<file path="config.mk">
export PLATFORM = sky130hd
export DESIGN_NAME = deferred_event_timer_queue_unit_flat
export DESIGN_NICKNAME = d
export VERILOG_FILES = /design/src/hdl/dtq_pkg.sv /design/src/hdl/dtq_in_if.sv /design/src/hdl/dtq_out_if.sv /design/src/hdl/dtq_cell.sv /design/src/hdl/dtq_chain.sv /design/src/hdl/deferred_event_timer_queue_unit.sv /design/src/flat_wrapper.sv
export SDC_FILE = /design/constraint.sdc
export NUM_CORES = 2
export LEC_CHECK = 0
export BUFFER_PORTS_ARGS = -buffer_cell sky130_fd_sc_hd__buf_2
export CELL_PAD_IN_SITES_DETAIL_PLACEMENT = 0
export CELL_PAD_IN_SITES_GLOBAL_PLACEMENT = 1
export CORE_AREA = 2 2 291 293
export DETAILED_ROUTE_END_ITERATION = 16
export DIE_AREA = 0 0 293 295
export PLACE_DENSITY = 0.86
export RECOVER_POWER = 25
export SLEW_MARGIN = 20
export SYNTH_ARGS = -nofsm -noshare
export SYNTH_HDL_FRONTEND = slang
export SYNTH_SLANG_ARGS = --single-unit
</file>
<file path="constraint.sdc">
create_clock -name clk_i -period 3.2 [get_ports clk_i]
set_clock_uncertainty 0.1 [all_clocks]
set_input_delay 0.32 -clock clk_i [delete_from_list [all_inputs] [get_ports clk_i]]
set_output_delay 0.32 -clock clk_i [all_outputs]
set_load 0.02 [all_outputs]
</file>
<file path="src/hdl/dtq_pkg.sv">
// shared types and codes of the deferred event timer queue
`timescale 1ns / 1ps
package dtq_pkg;

  localparam int unsigned TimeW   = 16;
  localparam int unsigned HandleW = 8;
  localparam int unsigned OrderW  = 16;

  // input kind codes
  localparam logic KIND_SCHEDULE = 1'b0;
  localparam logic KIND_TICK     = 1'b1;

  // result status codes
  localparam logic STATUS_EXPIRED  = 1'b0;
  localparam logic STATUS_REJECTED = 1'b1;

  typedef enum logic [1:0] {
    OP_HOLD,
    OP_INSERT,
    OP_TICK,
    OP_POP
  } cell_op_e;

  typedef enum logic {
    ST_IDLE,
    ST_DRAIN
  } state_e;

  // one chain slot
  typedef struct packed {
    logic               valid;
    logic               expired;
    logic [TimeW-1:0]   remaining;
    logic [HandleW-1:0] handle;
    logic [OrderW-1:0]  order;
  } entry_t;

  // command broadcast to every cell
  typedef struct packed {
    cell_op_e           op;
    logic [TimeW-1:0]   delay;
    logic [HandleW-1:0] handle;
    logic [OrderW-1:0]  order;
    logic [TimeW-1:0]   elapsed;
  } cmd_t;

endpackage

</file>
<file path="src/hdl/dtq_in_if.sv">
// input channel of the timer queue: schedule and tick beats
`timescale 1ns / 1ps
interface dtq_in_if;
  import dtq_pkg::*;

  logic               valid;
  logic               ready;
  logic               kind;
  logic [TimeW-1:0]   delay;
  logic [HandleW-1:0] handle;
  logic [TimeW-1:0]   elapsed;

  modport source (output valid, kind, delay, handle, elapsed, input ready);
  modport sink (input valid, kind, delay, handle, elapsed, output ready);
endinterface

</file>
<file path="src/hdl/dtq_out_if.sv">
// output channel of the timer queue: fired and rejected handles
`timescale 1ns / 1ps
interface dtq_out_if;
  import dtq_pkg::*;

  logic               valid;
  logic               ready;
  logic [HandleW-1:0] fired_handle;
  logic               status;
  logic               last;

  modport source (output valid, fired_handle, status, last, input ready);
  modport sink (input valid, fired_handle, status, last, output ready);
endinterface

</file>
<file path="src/hdl/dtq_cell.sv">
// one slot of the sorted chain of pending events
`timescale 1ns / 1ps
module dtq_cell (
  input  logic            clk_i,
  input  logic            rst_ni,
  input  dtq_pkg::cmd_t   cmd_i,
  input  dtq_pkg::entry_t prev_i,
  input  logic            prev_keep_i,
  input  dtq_pkg::entry_t next_i,
  output dtq_pkg::entry_t entry_o,
  output logic            keep_o
);
  import dtq_pkg::*;

  entry_t entry_q, entry_d;

  // entry stays in place when it is due no later than the new one
  assign keep_o = entry_q.valid && (entry_q.remaining <= cmd_i.delay);

  always_comb begin
    entry_d = entry_q;
    case (cmd_i.op)
      OP_INSERT: begin
        if (!keep_o) begin
          if (prev_keep_i) begin
            entry_d.valid     = 1'b1;
            entry_d.expired   = 1'b0;
            entry_d.remaining = cmd_i.delay;
            entry_d.handle    = cmd_i.handle;
            entry_d.order     = cmd_i.order;
          end else begin
            entry_d = prev_i;
          end
        end
      end
      OP_TICK: begin
        entry_d.expired   = entry_q.valid && (cmd_i.elapsed > entry_q.remaining);
        entry_d.remaining = entry_q.remaining - cmd_i.elapsed;
      end
      OP_POP:  entry_d = next_i;
      default: entry_d = entry_q;
    endcase
  end

  // slot register
  always_ff @(posedge clk_i or negedge rst_ni) begin
    if (!rst_ni) begin
      entry_q <= '0;
    end else begin
      entry_q <= entry_d;
    end
  end

  assign entry_o = entry_q;
endmodule

</file>
<file path="src/hdl/dtq_chain.sv">
// row of cells kept sorted by remaining time, head at index zero
`timescale 1ns / 1ps
module dtq_chain #(
  parameter int unsigned Depth = 16
) (
  input  logic            clk_i,
  input  logic            rst_ni,
  input  dtq_pkg::cmd_t   cmd_i,
  output dtq_pkg::entry_t head_o,
  output dtq_pkg::entry_t second_o,
  output logic            full_o
);
  import dtq_pkg::*;

  entry_t cells [Depth];
  logic   keep  [Depth];

  for (genvar g = 0; g < Depth; g++) begin : g_cell
    entry_t prev_entry;
    entry_t next_entry;
    logic   prev_keep;

    // neighbors, empty past both ends; the slot before the head reads as kept
    if (g == 0) begin : g_first
      assign prev_entry = '0;
      assign prev_keep  = 1'b1;
    end else begin : g_mid
      assign prev_entry = cells[g-1];
      assign prev_keep  = keep[g-1];
    end
    if (g == Depth - 1) begin : g_last
      assign next_entry = '0;
    end else begin : g_inner
      assign next_entry = cells[g+1];
    end

    dtq_cell u_cell (
      .clk_i       (clk_i),
      .rst_ni      (rst_ni),
      .cmd_i       (cmd_i),
      .prev_i      (prev_entry),
      .prev_keep_i (prev_keep),
      .next_i      (next_entry),
      .entry_o     (cells[g]),
      .keep_o      (keep[g])
    );
  end

  assign head_o   = cells[0];
  assign second_o = cells[1];
  assign full_o   = cells[Depth-1].valid;
endmodule

</file>
<file path="src/hdl/deferred_event_timer_queue_unit.sv">
// top level of the deferred event timer queue
//
// in_i carries one beat per request: kind selects schedule (store handle with
// delay) or tick (advance time by elapsed). out_o delivers results: expired
// handles with status expired, or one rejected result when a schedule finds
// all QUEUE_DEPTH slots taken. The final result of a request has last set.
// A schedule is placed in sorted position at once; a rejected schedule shows
// its result on out_o in the next cycle. A tick first ages every slot, then
// shifts each expired event out of the head of the cell chain in turn (the
// head is still looked at when nothing expired); no new request is taken
// until that drain ends.
// Results pass through one output register, so a request is accepted while
// a result waits if that result is taken in the same cycle. When the
// receiver stalls, the drain pauses with the chain unchanged.
// Reset empties the queue and clears the arrival counter at once.
`timescale 1ns / 1ps
module deferred_event_timer_queue_unit #(
  parameter int unsigned QUEUE_DEPTH = 16
) (
  input  logic      clk_i,
  input  logic      rst_ni,
  dtq_in_if.sink    in_i,
  dtq_out_if.source out_o
);
  import dtq_pkg::*;

  state_e             state_q, state_d;
  cmd_t               cmd;
  entry_t             head, second;
  logic               full;
  logic               in_fire;
  logic               out_free;
  logic               out_load;
  logic [HandleW-1:0] out_handle_d;
  logic               out_status_d;
  logic               out_last_d;
  logic               out_valid_q;
  logic [HandleW-1:0] out_handle_q;
  logic               out_status_q;
  logic               out_last_q;
  logic [OrderW-1:0]  seq_q;

  assign out_free = !out_valid_q || out_o.ready;
  assign in_fire  = in_i.valid && in_i.ready;

  dtq_chain #(
    .Depth (QUEUE_DEPTH)
  ) u_chain (
    .clk_i    (clk_i),
    .rst_ni   (rst_ni),
    .cmd_i    (cmd),
    .head_o   (head),
    .second_o (second),
    .full_o   (full)
  );

  // next state
  always_comb begin
    state_d = state_q;
    unique case (state_q)
      ST_IDLE: begin
        if (in_fire && (in_i.kind == KIND_TICK)) state_d = ST_DRAIN;
      end
      ST_DRAIN: begin
        if (!(head.valid && head.expired)) begin
          state_d = ST_IDLE;
        end else if (out_free && !(second.valid && second.expired)) begin
          state_d = ST_IDLE;
        end
      end
      default: state_d = ST_IDLE;
    endcase
  end

  // outputs of the state machine: chain command and result load
  always_comb begin
    in_i.ready    = 1'b0;
    cmd.op        = OP_HOLD;
    cmd.delay     = in_i.delay;
    cmd.handle    = in_i.handle;
    cmd.order     = seq_q;
    cmd.elapsed   = in_i.elapsed;
    out_load      = 1'b0;
    out_handle_d  = head.handle;
    out_status_d  = STATUS_EXPIRED;
    out_last_d    = 1'b1;
    unique case (state_q)
      ST_IDLE: begin
        in_i.ready = out_free;
        if (in_i.valid && out_free) begin
          if (in_i.kind == KIND_TICK) begin
            cmd.op = OP_TICK;
          end else if (full) begin
            out_load     = 1'b1;
            out_handle_d = in_i.handle;
            out_status_d = STATUS_REJECTED;
          end else begin
            cmd.op = OP_INSERT;
          end
        end
      end
      ST_DRAIN: begin
        if (head.valid && head.expired && out_free) begin
          cmd.op     = OP_POP;
          out_load   = 1'b1;
          out_last_d = !(second.valid && second.expired);
        end
      end
      default: ;
    endcase
  end

  // control registers
  always_ff @(posedge clk_i or negedge rst_ni) begin
    if (!rst_ni) begin
      state_q     <= ST_IDLE;
      out_valid_q <= 1'b0;
      seq_q       <= '0;
    end else begin
      state_q <= state_d;
      if (out_load) begin
        out_valid_q <= 1'b1;
      end else if (out_o.ready) begin
        out_valid_q <= 1'b0;
      end
      if (cmd.op == OP_INSERT) seq_q <= seq_q + OrderW'(1);
    end
  end

  // result payload
  always_ff @(posedge clk_i) begin
    if (out_load) begin
      out_handle_q <= out_handle_d;
      out_status_q <= out_status_d;
      out_last_q   <= out_last_d;
    end
  end

  assign out_o.valid        = out_valid_q;
  assign out_o.fired_handle = out_handle_q;
  assign out_o.status       = out_status_q;
  assign out_o.last         = out_last_q;

  // a pop only ever removes an expired head
  a_pop_expired: assert property (@(posedge clk_i) disable iff (!rst_ni)
    (cmd.op == OP_POP) |-> (head.valid && head.expired))
    else $error("pop of a head that has not expired");

  // a rejected schedule only when every slot is taken
  a_reject_full: assert property (@(posedge clk_i) disable iff (!rst_ni)
    (out_load && (out_status_d == STATUS_REJECTED)) |-> full)
    else $error("schedule rejected with free slots");

  // an insert always leaves a valid head
  a_insert_head: assert property (@(posedge clk_i) disable iff (!rst_ni)
    (cmd.op == OP_INSERT) |=> head.valid)
    else $error("chain empty after insert");
endmodule

</file>
<file path="src/flat_wrapper.sv">
// flat-port wrapper written by rule: the top's interface ports become plain ports
module deferred_event_timer_queue_unit_flat import dtq_pkg::*;
#(
  parameter int unsigned QUEUE_DEPTH = 16
)
  (clk_i, rst_ni, in_i_valid, in_i_kind, in_i_delay, in_i_handle, in_i_elapsed, in_i_ready, out_o_valid, out_o_fired_handle, out_o_status, out_o_last, out_o_ready);
  dtq_in_if in_i_i ();
  dtq_out_if out_o_i ();
  input  logic clk_i;
  input  logic rst_ni;
  input wire logic [$bits(in_i_i.valid)-1:0] in_i_valid;
  input wire logic [$bits(in_i_i.kind)-1:0] in_i_kind;
  input wire logic [$bits(in_i_i.delay)-1:0] in_i_delay;
  input wire logic [$bits(in_i_i.handle)-1:0] in_i_handle;
  input wire logic [$bits(in_i_i.elapsed)-1:0] in_i_elapsed;
  output wire logic [$bits(in_i_i.ready)-1:0] in_i_ready;
  output wire logic [$bits(out_o_i.valid)-1:0] out_o_valid;
  output wire logic [$bits(out_o_i.fired_handle)-1:0] out_o_fired_handle;
  output wire logic [$bits(out_o_i.status)-1:0] out_o_status;
  output wire logic [$bits(out_o_i.last)-1:0] out_o_last;
  input wire logic [$bits(out_o_i.ready)-1:0] out_o_ready;
  assign in_i_i.valid = in_i_valid;
  assign in_i_i.kind = in_i_kind;
  assign in_i_i.delay = in_i_delay;
  assign in_i_i.handle = in_i_handle;
  assign in_i_i.elapsed = in_i_elapsed;
  assign in_i_ready = in_i_i.ready;
  assign out_o_valid = out_o_i.valid;
  assign out_o_fired_handle = out_o_i.fired_handle;
  assign out_o_status = out_o_i.status;
  assign out_o_last = out_o_i.last;
  assign out_o_i.ready = out_o_ready;
  deferred_event_timer_queue_unit #(.QUEUE_DEPTH(QUEUE_DEPTH)) u_core (.clk_i(clk_i), .rst_ni(rst_ni), .in_i(in_i_i), .out_o(out_o_i));
endmodule
</file>
==> metrics <==
clk sinks 428; Root Buffer clkbuf_16; max cap viols 1; RR Endpoint u_core.u_chain.g_cell[8].u_cell.entry_o[24]; CP Launch Type register; IO Pins 57; number of remaining DRC errors 0; final period utilization 96.6%; Post-synth ARST share 97.7%; Crit Reg-Reg Startpoint u_core.u_chain.g_cell[7].u_cell.entry_o[38]; Peak VDD IR 0.560 mV; final hold violation count 0; Hold Path Stages 3; maximum clock rate 323 MHz; kind of critical path register to register; Max Root-Sink Buffers 3; top cells by area, synth dfrtp_1, ha_1, mux2_2; register area share after synthesis 26.1%; row count 106; initial antenna violation count 4; status complete, but fails checks; routed vias/inst 6.56; failing checks capacitance limit, slew limit; worst reg2reg path depth 12; Relative slew margins -72.7%; Die Span Y 295 um; clock tree from TritonCTS yes; Synth Warn # 0; initial DRC count 4,576; post-synth top area share 25.4%; Routed WL per cell 26.0 um; post-route ant nets 0; most common library cells after synthesis ha_1, nor2_1, nand2_1; Pwr Density 1100 nW/um^2; via count 42,600; worst hold slack 54.4 ps; mapped cell area 41,200 sq um; CP cell instances ha_1, nand4_1, nor4_1, buf_4, a21boi_0, buf_4, o31a_1, nor2b_4, buf_12, mux2_2, a221oi_1, mux2i_1; Area growth syn-to-layout 20.6%; Port Buffer Count 56; H-tree depth 2; CP max stage cell dfrtp_1; WP data arrival 3500 ps; initial core utilization 49.5%; min Tclk post-route 3090 ps; largest net degree at the start of global routing 93; Cell variety after synth 95; Hold EP u_core.u_chain.g_cell[0].u_cell.entry_o[17]; syn_area_per_cell 8.40 sq um; Final Util 59.7%; r2r setup slk 110 ps; largest area contributor in the netlist dfrtp_1; Placeable Area 83,200 sq um; Worst EP required 3610 ps; gpl congestion 1.04; EDFF count, synth 10; Gate Count Post-Synth 4,903; worst hold path type primary input to register; GRT Util Overall 38.3%; most frequent cell after synthesis ha_1; CP max stage delay 400 ps; Least-Margin Pin Slew 2590 ps; total power 54.9 mW; leakage power 22.3 nW; Die ar. 86,400 sq um; Die Span X 293 um; Skew-Pair Late Insertion Delay 650 ps; total gr overflow 0; Max Slew Vio Count 89; first-pass GRT wire length 253 mm; Yosys reg bits 428; drt pass-1 iters 9; Synth Flop Type dfrtp_1; fin nets 5,928; Final Routed Wirelength 169 mm; critical path capture point type register; clock slew at reported path FFs 60 ps; number of global-route vias before repair 40,300; post-detail-place hpwl 127 mm; worst hold path startpoint in_i_handle[1]; layout cells sized above 1 19.3%; Syn Nets 5,460; total CTS buffers 55; CP max FO 15; most frequent CP cell buf_4; endpoints failing setup 0
==> critical path: cells and delay by family, from the launching register on <==
kind	cells	cell delay [ps]
AOI/OAI and AO/OA	3	720
adders and majority gates	1	300
buffers and inverters	3	460
DFF	1	400
muxes	2	390
and+or+nand+nor	3	580
==> final cells by class <==
cell class                      instances  area (sq um)
Sequential cell                       428         10800
Multi-Input combinational cell       4076         29000
Clock buffer                           80          1690
Inverter                              113           424
Tap cell                             1080          1350
Antenna cell                            2          5.00
Timing Repair Buffer                  697          6100
Clock inverter                         21           334
Fill cell                            7299         33500
==> layer usage <==
layer	share of wire [%]	vias up	GRT usage, %	wire length (um)
li1	-	19400	-	-
met1	42	20500	52.5	70700
met2	43	2240	58.4	72000
met3	9.7	467	6.59	16400
met4	5.7	0	19.1	9600
met5	0	-	0	0
==> registers in the layout, summed over array words and instances, names as in the netlist <==
name                                  count
u_core.out_o.fired_handle                 8
u_core.out_o.last                         1
u_core.out_o.status                       1
u_core.out_o.valid                        1
u_core.state_q                            1
u_core.u_chain.g_cell.u_cell.entry_o    416
==> where the power goes <==
part,switching (mW),internal [mW]
clock,2.78,4.23
sequential,3.26,8.07
combinational,19.5,17.0
total,25.6,29.3
==> cell usage in the layout, fill, tap and decap left out, types with 20 or more instances in the layout <==
| master | instances |
|---|---|
| a211oi_1 | 79 |
| a21o_1 | 86 |
| a21oi_1 | 346 |
| a221oi_1 | 90 |
| a22oi_1 | 57 |
| a31oi_1 | 176 |
| a32oi_1 | 25 |
| a41oi_1 | 26 |
| and3_1 | 48 |
| buf_12 | 80 |
| buf_2 | 56 |
| buf_4 | 546 |
| clkbuf_16 | 57 |
| clkbuf_8 | 20 |
| dfrtp_1 | 414 |
| ha_1 | 495 |
| inv_1 | 107 |
| mux2_2 | 170 |
| mux2i_1 | 166 |
| nand2_1 | 471 |
| nand2b_1 | 57 |
| nand3_1 | 79 |
| nand4_1 | 64 |
| nor2_1 | 477 |
| nor2b_1 | 76 |
| nor3_1 | 69 |
| o211ai_1 | 49 |
| o21a_1 | 60 |
| o21ai_0 | 347 |
| o31ai_1 | 29 |
| or3_1 | 23 |
| xnor2_1 | 108 |
| xor2_1 | 48 |
==> repair_timing <==
action | in CTS | in global routing
hold buffers | 1 | 0
endpoints found under the setup margin | 3 | 52
endpoints found under the hold margin | 76 | 0
gates resized for setup | 1 | 25
buffers inserted | 0 | 5
cloned | 0 | 1
pin swaps | 0 | 6
==> through the flow <==
step	instance area [sq um]	TNS [ps]	cells	worst slack, ps
2_1_floorplan	41200	0	4903	1.47
3_3_place_gp	47500	-34280	6387	-321
3_5_place_dp	47500	-52890	6387	-338
4_1_cts	49500	0	6489	0.954
5_1_grt	49700	-1.83	6495	-1.83
6_report	49700	0	6497	108
==> cell families after synthesis <==
group	Yosys count	share of synthesized area, %
xor+xnor	156	3.32
fa+ha+maj	512	15.8
mux	341	8.82
compound gates	1607	25.7
simple gates	1460	16.1
flops	428	26.1
buf+inv	399	4.07
==> how the worst max path moves through the flow <==
stage / endpoint / cells past startpoint / slack (ps) / startpoint
after floorplan: u_core.u_chain.g_cell[12].u_cell.entry_o[24] / 12 / 1 / in_i_delay[10]
after CTS: u_core.u_chain.g_cell[12].u_cell.entry_o[31] / 11 / 1 / u_core.u_chain.g_cell[11].u_cell.entry_o[38]
after detailed placement: u_core.u_chain.g_cell[10].u_cell.entry_o[39] / 15 / -340 / in_i_delay[14]
after global placement: u_core.u_chain.g_cell[10].u_cell.entry_o[39] / 15 / -320 / in_i_delay[14]
after global routing: u_core.u_chain.g_cell[10].u_cell.entry_o[31] / 11 / -2 / u_core.u_chain.g_cell[9].u_cell.entry_o[37]
final: u_core.u_chain.g_cell[8].u_cell.entry_o[24] / 12 / 110 / u_core.u_chain.g_cell[7].u_cell.entry_o[38]
(Power assumes the default switching activity.)
